<file path="src/hdl/imu_angle_frame_parser_core_assert.svh">
// assertion macros for the imu angle frame parser
// used by the core module; needs nothing else
`ifndef IMU_ANGLE_FRAME_PARSER_CORE_ASSERT_SVH
`define IMU_ANGLE_FRAME_PARSER_CORE_ASSERT_SVH

// same-cycle implication, checked outside reset
`define AFP_ASSERT_IMPLY(label, clk, rst_n, cond, expr) \
  label: assert property (@(posedge clk) disable iff (!rst_n) (cond) |-> (expr)) \
    else $error("imu frame parser: implication check failed");

// next-cycle implication, checked outside reset
`define AFP_ASSERT_NEXT(label, clk, rst_n, cond, expr) \
  label: assert property (@(posedge clk) disable iff (!rst_n) (cond) |=> (expr)) \
    else $error("imu frame parser: next-cycle check failed");

`endif

</file>
<file path="src/hdl/imu_afp_pkg.sv">
// shared types, constants and helpers for the imu angle frame parser
// no dependencies
`timescale 1ns / 1ps

package imu_afp_pkg;

  // frame layout
  localparam logic [7:0] HDR_FIRST  = 8'h55;
  localparam logic [7:0] HDR_SECOND = 8'h53;
  localparam int unsigned FRAME_LEN = 9;
  localparam int unsigned ANGLE_BYTES = 6;
  localparam int unsigned ANGLE_W = 17;

  // checksum starts from both header bytes
  localparam logic [7:0] HDR_SUM = HDR_FIRST + HDR_SECOND;

  // raw words above a half turn wrap to negative
  localparam logic [15:0] HALF_TURN = 16'h8000;

  typedef logic signed [ANGLE_W-1:0] angle_t;

  typedef enum logic [1:0] {
    PH_HDR1,
    PH_HDR2,
    PH_DATA
  } phase_t;

  // low/high byte pair to a 17-bit angle code (r or r - 65536)
  function automatic angle_t word_to_angle(logic [7:0] lo, logic [7:0] hi);
    logic [15:0] raw;
    raw = {hi, lo};
    return $signed({(raw > HALF_TURN), raw});
  endfunction

endpackage

</file>
<file path="src/hdl/imu_angle_frame_parser_core.sv">
// imu angle frame parser: header hunt, byte collection, checksum, angle hold
// depends on imu_afp_pkg and imu_angle_frame_parser_core_assert.svh
//
//   channel | dir | payload                                         | handshake
//   in      | in  | in_rx_byte                                      | in_valid/in_ready
//   out     | out | out_checksum_ok, out_roll/pitch/yaw_angle       | out_valid/out_ready
//
// one byte per cycle while in_ready is high; the result of a frame is registered
// at its checksum byte transfer and shows in the cycle after that transfer
// in_ready drops only when the checksum byte is next and the result register
// still holds an untaken result
// reset (rst_n low, synchronous) returns to the first-header hunt, clears the
// held angles and the result valid
`timescale 1ns / 1ps
`include "imu_angle_frame_parser_core_assert.svh"

module imu_angle_frame_parser_core (
  input  logic                       clk,
  input  logic                       rst_n,
  input  logic                       in_valid,
  output logic                       in_ready,
  input  logic [7:0]                 in_rx_byte,
  output logic                       out_valid,
  input  logic                       out_ready,
  output logic                       out_checksum_ok,
  output logic signed [16:0]         out_roll_angle,
  output logic signed [16:0]         out_pitch_angle,
  output logic signed [16:0]         out_yaw_angle
);

  localparam logic [3:0] LAST_IDX  = 4'(imu_afp_pkg::FRAME_LEN - 1);
  localparam logic [3:0] ANGLE_END = 4'(imu_afp_pkg::ANGLE_BYTES);

  imu_afp_pkg::phase_t phase_r, phase_nxt;
  logic [3:0]          count_r, count_nxt;
  logic [7:0]          sum_r, sum_nxt;
  logic [7:0]          frame_r [imu_afp_pkg::ANGLE_BYTES];
  imu_afp_pkg::angle_t held_roll_r, held_pitch_r, held_yaw_r;
  imu_afp_pkg::angle_t held_roll_nxt, held_pitch_nxt, held_yaw_nxt;

  logic                out_valid_r;
  logic                out_ok_r;
  imu_afp_pkg::angle_t out_roll_r, out_pitch_r, out_yaw_r;

  logic last_byte;
  logic in_fire;
  logic emit;
  logic sum_ok;

  // checksum byte is next in the frame
  assign last_byte = (phase_r == imu_afp_pkg::PH_DATA) && (count_r == LAST_IDX);
  assign in_ready  = !last_byte || !out_valid_r || out_ready;
  assign in_fire   = in_valid && in_ready;
  assign emit      = in_fire && last_byte;
  assign sum_ok    = (sum_r == in_rx_byte);

  // next phase
  always_comb begin
    phase_nxt = phase_r;
    if (in_fire) begin
      case (phase_r)
        imu_afp_pkg::PH_HDR1: begin
          phase_nxt = (in_rx_byte == imu_afp_pkg::HDR_FIRST) ? imu_afp_pkg::PH_HDR2
                                                               : imu_afp_pkg::PH_HDR1;
        end
        imu_afp_pkg::PH_HDR2: begin
          phase_nxt = (in_rx_byte == imu_afp_pkg::HDR_SECOND) ? imu_afp_pkg::PH_DATA
                                                                : imu_afp_pkg::PH_HDR1;
        end
        imu_afp_pkg::PH_DATA: begin
          if (last_byte) begin
            phase_nxt = imu_afp_pkg::PH_HDR1;
          end
        end
        default: begin
          phase_nxt = (in_rx_byte == imu_afp_pkg::HDR_FIRST) ? imu_afp_pkg::PH_HDR2
                                                               : imu_afp_pkg::PH_HDR1;
        end
      endcase
    end
  end

  // byte count, running checksum and held angles
  always_comb begin
    count_nxt      = count_r;
    sum_nxt        = sum_r;
    held_roll_nxt  = held_roll_r;
    held_pitch_nxt = held_pitch_r;
    held_yaw_nxt   = held_yaw_r;
    if (in_fire) begin
      case (phase_r)
        imu_afp_pkg::PH_HDR2: begin
          count_nxt = '0;
          sum_nxt   = imu_afp_pkg::HDR_SUM;
        end
        imu_afp_pkg::PH_DATA: begin
          if (last_byte) begin
            if (sum_ok) begin
              held_roll_nxt  = imu_afp_pkg::word_to_angle(frame_r[0], frame_r[1]);
              held_pitch_nxt = imu_afp_pkg::word_to_angle(frame_r[2], frame_r[3]);
              held_yaw_nxt   = imu_afp_pkg::word_to_angle(frame_r[4], frame_r[5]);
            end
          end else begin
            count_nxt = count_r + 4'd1;
            sum_nxt   = sum_r + in_rx_byte;
          end
        end
        default: begin
          count_nxt = count_r;
        end
      endcase
    end
  end

  // control state
  always_ff @(posedge clk) begin
    if (!rst_n) begin
      phase_r      <= imu_afp_pkg::PH_HDR1;
      count_r      <= '0;
      held_roll_r  <= '0;
      held_pitch_r <= '0;
      held_yaw_r   <= '0;
      out_valid_r  <= 1'b0;
    end else begin
      phase_r      <= phase_nxt;
      count_r      <= count_nxt;
      held_roll_r  <= held_roll_nxt;
      held_pitch_r <= held_pitch_nxt;
      held_yaw_r   <= held_yaw_nxt;
      if (emit) begin
        out_valid_r <= 1'b1;
      end else if (out_ready) begin
        out_valid_r <= 1'b0;
      end
    end
  end

  // checksum accumulator and angle bytes of the frame
  always_ff @(posedge clk) begin
    sum_r <= sum_nxt;
    if (in_fire && (phase_r == imu_afp_pkg::PH_DATA) && (count_r < ANGLE_END)) begin
      frame_r[count_r[2:0]] <= in_rx_byte;
    end
  end

  // result register
  always_ff @(posedge clk) begin
    if (emit) begin
      out_ok_r    <= sum_ok;
      out_roll_r  <= held_roll_nxt;
      out_pitch_r <= held_pitch_nxt;
      out_yaw_r   <= held_yaw_nxt;
    end
  end

  assign out_valid       = out_valid_r;
  assign out_checksum_ok = out_ok_r;
  assign out_roll_angle  = out_roll_r;
  assign out_pitch_angle = out_pitch_r;
  assign out_yaw_angle   = out_yaw_r;

  // checks
  `AFP_ASSERT_IMPLY(a_count_range, clk, rst_n, 1'b1, count_r <= LAST_IDX)
  `AFP_ASSERT_IMPLY(a_stall_on_full, clk, rst_n, last_byte && out_valid_r && !out_ready, !in_ready)
  `AFP_ASSERT_NEXT(a_emit_shows, clk, rst_n, emit, out_valid_r)
  `AFP_ASSERT_NEXT(a_hold_no_emit, clk, rst_n, !emit, $stable(held_roll_r) && $stable(held_yaw_r))
  `AFP_ASSERT_IMPLY(a_out_matches_held, clk, rst_n, out_valid_r, out_roll_r == held_roll_r && out_pitch_r == held_pitch_r)

endmodule

</file>
<file path="config.mk">
export PLATFORM = sky130hd
export DESIGN_NAME = imu_angle_frame_parser_core
export DESIGN_NICKNAME = d
export VERILOG_FILES = /design/src/hdl/imu_afp_pkg.sv /design/src/hdl/imu_angle_frame_parser_core.sv
export VERILOG_INCLUDE_DIRS = /design/src /design/src/hdl
export SDC_FILE = /design/constraint.sdc
export NUM_CORES = 1
export LEC_CHECK = 0
export BUFFER_PORTS_ARGS = -buffer_cell sky130_fd_sc_hd__buf_2
export CAP_MARGIN = 20
export CORE_MARGIN = 5
export CORE_UTILIZATION = 30
export CTS_CLUSTER_DIAMETER = 200
export DETAILED_ROUTE_END_ITERATION = 8
export MAX_ROUTING_LAYER = met4
export SYNTH_ARGS = -nofsm -noshare
export SYNTH_HDL_FRONTEND = slang
export SYNTH_SLANG_ARGS = --single-unit
export TNS_END_PERCENT = 100
</file>
<file path="constraint.sdc">
create_clock -name clk -period 4.5 [get_ports clk]
set_clock_uncertainty 0.05 [all_clocks]
set_input_delay 0.675 -clock clk [delete_from_list [all_inputs] [get_ports clk]]
set_output_delay 0.675 -clock clk [all_outputs]
set_load 0.1 [all_outputs]
</file>
### Yosys cells after proc, flatten, opt, wreduce, memory -nomap -nowiden

Memories as Yosys holds them, arrays and structs flattened.
Cells that the tools add are included.

| storage, ports and cells | value |
|---|---|
| input bits | 12 |
| memories kept | 1 |
| logic and storage cells | 63 |
| bits in writable memories | 48 |
| register bits after elaboration | 118 |

| cells by class | value |
|---|---|
| muxes and demuxes | 24 |
| equality and inequality tests | 8 |
| $lt $le $gt $ge | 4 |
| add/sub/neg operators | 2 |
| reductions and logical operators | 13 |

Memory list:

| name | words | bits a word | rd ports | clocked after Yosys merged registers in | write ports | RTL line | text |
|---|---|---|---|---|---|---|---|
| frame_r | 6 | 8 | 6 | 0 | 1 | imu_angle_frame_parser_core.sv:37 | `logic [7:0] frame_r [imu_afp_pkg::ANGLE_BYTES];` |

Operators by type and width:

| operator | number |
|---|---|
| 2-to-1 mux 17 bit | 12 |
| > comparator 16 bit, second input constant | 3 |
| == test 8 x 7 -> 1 bit, second input constant | 2 |
| one-hot mux 8 bit (2 select lines) | 1 |
| adder 8 bit | 1 |
| == test 8 bit | 1 |
| 2-to-1 mux 8 bit | 1 |
| one-hot mux 4 bit (2 select lines) | 1 |
| logical AND 1 bit | 5 |
| 2-to-1 mux 1 bit | 5 |
| adder 4 x 1 -> 4 bit, second input constant | 1 |
| == test 4 bit, second input constant | 1 |
| < comparator 4 x 3 -> 1 bit, second input constant | 1 |
| 2-to-1 mux 2 bit | 2 |
| 2-to-1 mux 4 bit | 1 |
| inequality test 2 bit, second input constant | 2 |
| one-hot mux 2 bit (2 select lines) | 1 |
| nonzero test 2 bit | 2 |
| AND reduction 3 bit | 1 |
| == test 2 x 1 -> 1 bit, second input constant | 1 |
| == test 2 bit, second input constant | 1 |
| logical NOT 1 bit | 2 |
| logical OR 1 bit | 2 |
| AND reduction 2 bit | 1 |

### Logic depth before layout (Yosys ltp)

Gate-level depths: netlist of run 1.

| logic depth | value |
|---|---|
| depth in word-level cells | 10 |
| depth in mapped cells | 8 |
| depth with buffers taken out | 6 |

### Least setup slack after synthesis of run 1

No wires, ideal clock.

| timing | value |
|---|---|
| kind | register to register |
| from | register out_valid_r, in the netlist out_valid |
| to | register out_yaw_r[3], in the netlist out_yaw_angle[3], data pin |
| data required time | 4.188 ns |
| arrival time | 3.134 ns |
| path slack | 1.053 ns |
| period minus slack after synthesis | 3.447 ns |
| cell stages (with the launch flop) | 6 |
| cell sequence | dfxtp_1 -> nand2b_1 -> and4_1 -> nand2_2 -> buf_4 -> mux2_1 |

| on the way | value |
|---|---|
| cells in the longest elaborated chain, start to end | 5 |

RTL lines:

| what | RTL line | text |
|---|---|---|
| start, declared | imu_angle_frame_parser_core.sv:41 | `logic out_valid_r;` |
| start signal, assigned | imu_angle_frame_parser_core.sv:123 | `out_valid_r <= 1'b0;` |
| start signal, assigned | imu_angle_frame_parser_core.sv:131 | `out_valid_r <= 1'b1;` |
| start signal, assigned | imu_angle_frame_parser_core.sv:133 | `out_valid_r <= 1'b0;` |
| logical NOT 1 bit | imu_angle_frame_parser_core.sv:52 | `assign in_ready = !last_byte \|\| !out_valid_r \|\| out_ready;` |
| logical OR 1 bit (2 in a row) | imu_angle_frame_parser_core.sv:52 |  |
| logical AND 1 bit | imu_angle_frame_parser_core.sv:53 | `assign in_fire = in_valid && in_ready;` |
| 2-to-1 mux 17 bit | imu_angle_frame_parser_core.sv:90 | `if (in_fire) begin` |
| via held_yaw_nxt[3] | imu_angle_frame_parser_core.sv:39 | `imu_afp_pkg::angle_t held_roll_nxt, held_pitch_nxt, held_yaw_nxt;` |
| end signal, assigned | imu_angle_frame_parser_core.sv:152 | `out_yaw_r <= held_yaw_nxt;` |
| end, declared | imu_angle_frame_parser_core.sv:43 | `imu_afp_pkg::angle_t out_roll_r, out_pitch_r, out_yaw_r;` |

The timed path passes the listed nets, and every way through them passes these cells.
A chain may end at the register's enable or synchronous reset.

### Worst setup path after layout of run 1

| timing | value |
|---|---|
| from | input port in_rx_byte[4] |
| to | register out_roll_r[12], in the netlist out_roll_angle[12], data pin |

| on the way | value |
|---|---|
| cells in the longest elaborated chain, start to end | 5 |

RTL lines:

| what | RTL line | text |
|---|---|---|
| start, declared | imu_angle_frame_parser_core.sv:22 | `input logic [7:0] in_rx_byte,` |
| == test 8 bit | imu_angle_frame_parser_core.sv:55 | `assign sum_ok = (sum_r == in_rx_byte);` |
| via sum_ok | imu_angle_frame_parser_core.sv:48 | `logic sum_ok;` |
| 2-to-1 mux 17 bit | imu_angle_frame_parser_core.sv:98 | `if (sum_ok) begin` |
| 2-to-1 mux 17 bit | imu_angle_frame_parser_core.sv:97 | `if (last_byte) begin` |
| 2-to-1 mux 17 bit | imu_angle_frame_parser_core.sv:91 | `case (phase_r)` |
| 2-to-1 mux 17 bit | imu_angle_frame_parser_core.sv:90 |  |
| via held_roll_nxt[12] | imu_angle_frame_parser_core.sv:39 |  |
| end signal, assigned | imu_angle_frame_parser_core.sv:150 | `out_roll_r <= held_roll_nxt;` |
| end, declared | imu_angle_frame_parser_core.sv:43 |  |

The timed path passes the listed nets, and every way through them passes these cells.

==> results of run 1 <==
Yosys cell counts, drive strengths merged (7+ instances only):
cell type | n | area share
clkbuf | 14 | 0.0076
dfxtp | 58 | 0.17
o21ai | 10 | 0.0073
mux2 | 50 | 0.082
nor4 | 12 | 0.011
buf | 11 | 0.013
nor2 | 7 | 0.0038
nand2 | 111 | 0.061
ha | 11 | 0.020
nor3 | 8 | 0.0065
mux2i | 52 | 0.076
nand3 | 11 | 0.0080
inv | 8 | 0.0044
edfxtp | 108 | 0.47
nand4 | 7 | 0.0064
critical path, cell delays in order:
cell and delay, ns:
buf_2 0.17, ha_1 0.41, nor4_1 0.28, nand3_1 0.25, inv_2 0.17, nand2_2 0.28, buf_4 0.40, mux2_2 0.33
cell type report:
class | instances | area (µm²)
multi-input cells | 327 | 2320
flip-flops and latches | 166 | 4400
repair buffers | 74 | 395
fillers | 2173 | 14600
clock buffers | 18 | 429
well taps | 285 | 357
clock inverters | 14 | 129
inverters | 8 | 30.0
how the worst max path moves through the flow:
stage                              end  slack, ns     startpoint  cells after the start
detailed placement  out_roll_angle[12]       1.19  in_rx_byte[5]                      8
floorplan             out_yaw_angle[3]       1.05      out_valid                      5
CTS                 out_roll_angle[15]       1.59     phase_r[0]                      8
global placement    out_roll_angle[11]       1.16  in_rx_byte[5]                      8
finish              out_roll_angle[12]       1.60  in_rx_byte[4]                      8
global route        out_roll_angle[13]       1.44     phase_r[0]                      8
layer usage:
| layer | wire length (µm) | part of all wire |
|---|---|---|
| met1 | 7370 | 0.50 |
| met2 | 6590 | 0.45 |
| met3 | 572 | 0.039 |
| met5 | 0 | 0 |
| met4 | 158 | 0.011 |
per-stage QoR:
step | instance area, µm² | setup WS (ns) | hold WS [ns] | util | total power (W)
3_3_place_gp | 7500 | 1.16 | 0.389 | 0.331 | 0.00170
4_1_cts | 8060 | 1.59 | 0.407 | 0.356 | 0.00307
5_1_grt | 8060 | 1.44 | 0.421 | 0.356 | 0.00314
2_1_floorplan | 6880 | 1.05 | 0.381 | - | 0.00168
6_report | 8060 | 1.60 | 0.404 | 0.356 | 0.00304
3_5_place_dp | 7500 | 1.19 | 0.394 | 0.331 | 0.00170
sequential cells by signal, indices dropped and copies added (netlist names):
register         cells
sum_r                8
out_checksum_ok      1
count_r              4
frame_r             48
out_valid            1
out_roll_angle      17
out_yaw_angle       17
phase_r              2
held_yaw_r          17
held_pitch_r        17
out_pitch_angle     17
held_roll_r         17
power by group through the flow:
stage | sequential [W] | combinational [W] | clock [W]
floorplan | 0.00164 | 0.0000349 | 0
global route | 0.00161 | 0.0000678 | 0.00147
CTS | 0.00161 | 0.0000611 | 0.00140
global placement | 0.00164 | 0.0000596 | 0
finish | 0.00161 | 0.0000606 | 0.00137
detailed placement | 0.00164 | 0.0000610 | 0
cells by family after synthesis:
logic type,Yosys count,synth area share
simple gates,179,0.121
flops,166,0.640
mux,102,0.157
buf+inv,33,0.0245
compound gates,31,0.0302
fa+ha+maj,12,0.0229
xor+xnor,3,0.00382
==> flow_metrics.tcl, run 1 <==
set metrics [dict create \
    vias 4194 \
    clockBufferDepth 2 \
    grt_pass1_vias 4079 \
    met3_usage 0.0260 \
    p_comb_frac 0.020 \
    viasPerCell 4.70 \
    final_cells 892 \
    hold_violations 0 \
    syn2layout_area_growth_pct 17.1 \
    drive_gt1_frac 0.249 \
    p_int_w 0.00239 \
    hold_path.startpoint "held_roll_r[8]" \
    worstMarginPinSlew_ns 0.896 \
    global_route.usage.met1 0.164 \
    synth_area_um2 6880 \
    yosysUniqueCellTypes 48 \
    avgSynthCellArea_um2 13.1 \
    cts_resized 0 \
    row_count 55 \
    clock_sinks 166 \
    insertion_delay_ns 0.43 \
    postCtsSetupRepairBufs 0 \
    numCtsBuffers 17 \
    synth_cells 526 \
    synth_edf_count 108 \
    power.share.switching 0.213 \
    worstReg2RegStart "phase_r[0]" \
    min_path_type "flip-flop to flip-flop" \
    hold_depth 2 \
    drtAntennaViolNets 0 \
    path_max_fanout 36 \
    drc 0 \
    first_iter_violations 284 \
    cp.required_ns 4.62 \
    leakagePower_nw 2.69 \
    syn-num-nets 550 \
    final_cell_mix "nand2_1 (110), edfxtp_1 (108), buf_2 (64), dfxtp_1 (58), mux2i_1 (52)" \
    reg2reg_depth 8 \
    r2r-end "out_roll_angle[12]" \
    ys_ff_latch 166 \
    fp.coreArea_um2 22600 \
    ys_async_sr_fraction 0 \
    cts-root-buf "clkbuf_16" \
    antenna_found_initial 0 \
    criticalPathCategory "input port to flip-flop" \
    htree_levels 4 \
    io_buffers 65 \
    io_pins 66 \
    power_density_nw_per_um2 377 \
    totalWireLength_um 14700 \
    rrSetupSlack_ns 1.61 \
    final_max_slew_viol_count 0 \
    maxCapViolations 0 \
    fmax_mhz 344 \
    dp.cells 860 \
    fin_crit_sh 0.645 \
    met2_usage 0.171 \
    grt_max_degree 65 \
    finalSetupViolCount 0 \
    die_area_um2 26100 \
    grt_pass1_wl_um 23300 \
    drt_pass1_iterations 4 \
    yosys_most_used_dff "edfxtp_1" \
    ir_drop_uv 272 \
    dp.final_hpwl_um 9930 \
    status "finished, final reports clean" \
    diodes 0 \
    gp_congestion 0.857 \
    die_w_um 161 \
    cts_tree "done" \
    grt.total_usage 0.118 \
    cp.arrival_ns 3.02 \
    slew_headroom 0.402 \
    clk_pin_slew_ns 0.06 \
    power_frac_seq 0.529 \
    start_util 0.304 \
    die_y_um 161 \
    p_clk_frac 0.451 \
    fin_nets 618 \
    yosys_warnings 0 \
    grt-ovfl-total 0 \
    min_to "held_roll_r[8]" \
    drt-wirelength-per-cell_um 16.5 \
    top_usage_layer "met2" \
    p_switching_w 0.000648 \
    final_common_cell "nand2_1" \
    rsz0062_at_grt "false" \
    cts_hold_buf 0 \
    start_kind "input port" \
    period_minus_slack_ns 2.90 \
    yosysSeqAreaShare 0.640 \
    endpoint_kind "flip-flop" \
    final.setup.tns_ns 0 \
]
No activity file was read; power rests on OpenSTA's default activity.
==> inputs of run 2 (changes only) <==
Clock period 4.5 ns to 3 ns, I/O delays scaled along.
==> run 2 against run 1 <==
Hold slack worse by 0.043 ns. Die area unchanged. Combinational power up 68%. First-iteration DRC count up 35%. Count of clock-buffer cells in the layout up 2. Wire length up 1.2%. Largest cell class unchanged.
==> flow_metrics.tcl, run 2 (same netlist as run 1, synthesis figures left out) <==
set metrics [dict create \
    cts_hold_buf 0 \
    final_max_slew_viol_count 0 \
    drive_gt1_frac 0.256 \
    ir_drop_uv 309 \
    min_path_type "input port to flip-flop" \
    antenna_found_initial 0 \
    drtAntennaViolNets 0 \
    grt_max_degree 63 \
    clockBufferDepth 2 \
    start_util 0.304 \
    path_max_fanout 7 \
    io_pins 66 \
    critPathSlowestCell "dfxtp_1" \
    io_buffers 65 \
    syn2layout_area_growth_pct 18.2 \
    fin_nets 624 \
    htree_levels 4 \
    numCtsBuffers 17 \
    largest_register_ffs 48 \
    final.setup.tns_ns 0 \
    die_area_um2 26100 \
    worstMarginPinSlew_ns 0.667 \
    grt_pass1_vias 4127 \
    reg2reg_depth 7 \
    critPathLaunch "count_r[0]" \
    r2r-end "out_yaw_angle[4]" \
    grt-ovfl-total 0 \
    grt.total_usage 0.122 \
    cp.required_ns 2.50 \
    leakagePower_nw 2.73 \
    dp.final_hpwl_um 9610 \
    endpoint_kind "primary output" \
    postCtsSetupRepairBufs 0 \
    setup_ws_ns 0.418 \
    period_minus_slack_ns 2.58 \
    gp_congestion 0.786 \
    slew_headroom 0.550 \
    hold_ws_ns 0.361 \
    hold_violations 0 \
    final_common_cell "nand2_1" \
    grt_pass1_wl_um 23900 \
    fmax_mhz 387 \
    finalSetupViolCount 0 \
    drt-wirelength-per-cell_um 16.6 \
    cts_resized 0 \
    postLayoutCellArea_um2 8140 \
    die_y_um 161 \
    place_ws_ns 0.232 \
    first_iter_violations 383 \
    diodes 0 \
    fin_crit_sh 0.861 \
    status "finished, final reports clean" \
    clock_sinks 166 \
    hold_depth 1 \
    hold_path.startpoint "in_rx_byte[5]" \
    vias 4199 \
    worstReg2RegStart "sum_r[1]" \
    cts_tree "done" \
    viasPerCell 4.68 \
    insertion_delay_ns 0.42 \
    clk_pin_slew_ns 0.06 \
    critical-path-max-stage-delay_ns 0.47 \
    dpl_cell_area_um2 7590 \
    min_to "frame_r[4][5]" \
    maxCapViolations 0 \
    die_w_um 161 \
    rsz0062_at_grt "false" \
    rrSetupSlack_ns 0.53 \
    cts-root-buf "clkbuf_16" \
    cp.arrival_ns 2.08 \
    start_kind "flip-flop" \
    power_density_nw_per_um2 560 \
    fp.coreArea_um2 22600 \
    crit_path_cell_trace "inv_1 -> ha_1 -> and3b_1 -> nand3_1 -> buf_2" \
    criticalPathCategory "flip-flop to primary output" \
    row_count 55 \
    drc 0 \
    drt_pass1_iterations 4 \
    totalWireLength_um 14900 \
    final_cell_mix "nand2_1 (110), edfxtp_1 (108), buf_2 (64), dfxtp_1 (58), mux2i_1 (52)" \
]
==> run 2: cell count changes in the layout (fill, tap and decap cells not counted), sizes merged <==
cell | before | now
inv | 11 | 9
buf | 74 | 80
clkinv | 7 | 6
clkbuf | 18 | 20
clkinvlp | 3 | 4
==> run 2: worst max-delay path by stage <==
stage,to,slack (ns),depth (start not counted)
floorplan,out_yaw_angle[3],0.14,5
global placement,out_yaw_angle[3],0.27,8
detailed placement,out_yaw_angle[3],0.23,8
CTS,in_ready,0.41,5
global route,in_ready,0.32,5
finish,in_ready,0.42,5
==> run 2: final cells by class <==
cell class / count / area (µm²)
clock buffer: 20 / 447
sequential: 166 / 4400
fill: 2167 / 14500
multi-input combinational: 327 / 2320
clock inverter: 12 / 105
tap: 285 / 357
timing repair buffer: 80 / 478
inverter: 8 / 30.0
==> run 2: metal layers <==
layer,vias up,share of wire,track usage
met4,0,0.015,0.0399
met5,-,0,-
met1,2000,0.50,0.173
li1,2081,-,-
met3,21,0.043,0.0291
met2,97,0.44,0.172
==> run 2: where the power goes <==
part | switching, W | total, W | internal (W)
Combinational | 0.0000716 | 0.000102 | 0.0000306
Clock | 0.000878 | 0.00204 | 0.00116
Sequential | 0.0000000463 | 0.00242 | 0.00242
==> run 2: stage by stage <==
stage | total power, W | utilization | instances
4_1_cts | 0.00461 | 0.359 | 898
5_1_grt | 0.00473 | 0.359 | 898
3_5_place_dp | 0.00257 | 0.335 | 866
3_3_place_gp | 0.00257 | 0.335 | 866
2_1_floorplan | 0.00252 | - | 526
6_report | 0.00456 | 0.359 | 898
==> run 2: worst max-delay path: cells and delay by family, from the launching register on <==
family / cells / cell delay, ns
simple gates: 2 / 0.35
buf+inv: 2 / 0.58
flops: 1 / 0.47
fa+ha+maj: 1 / 0.26
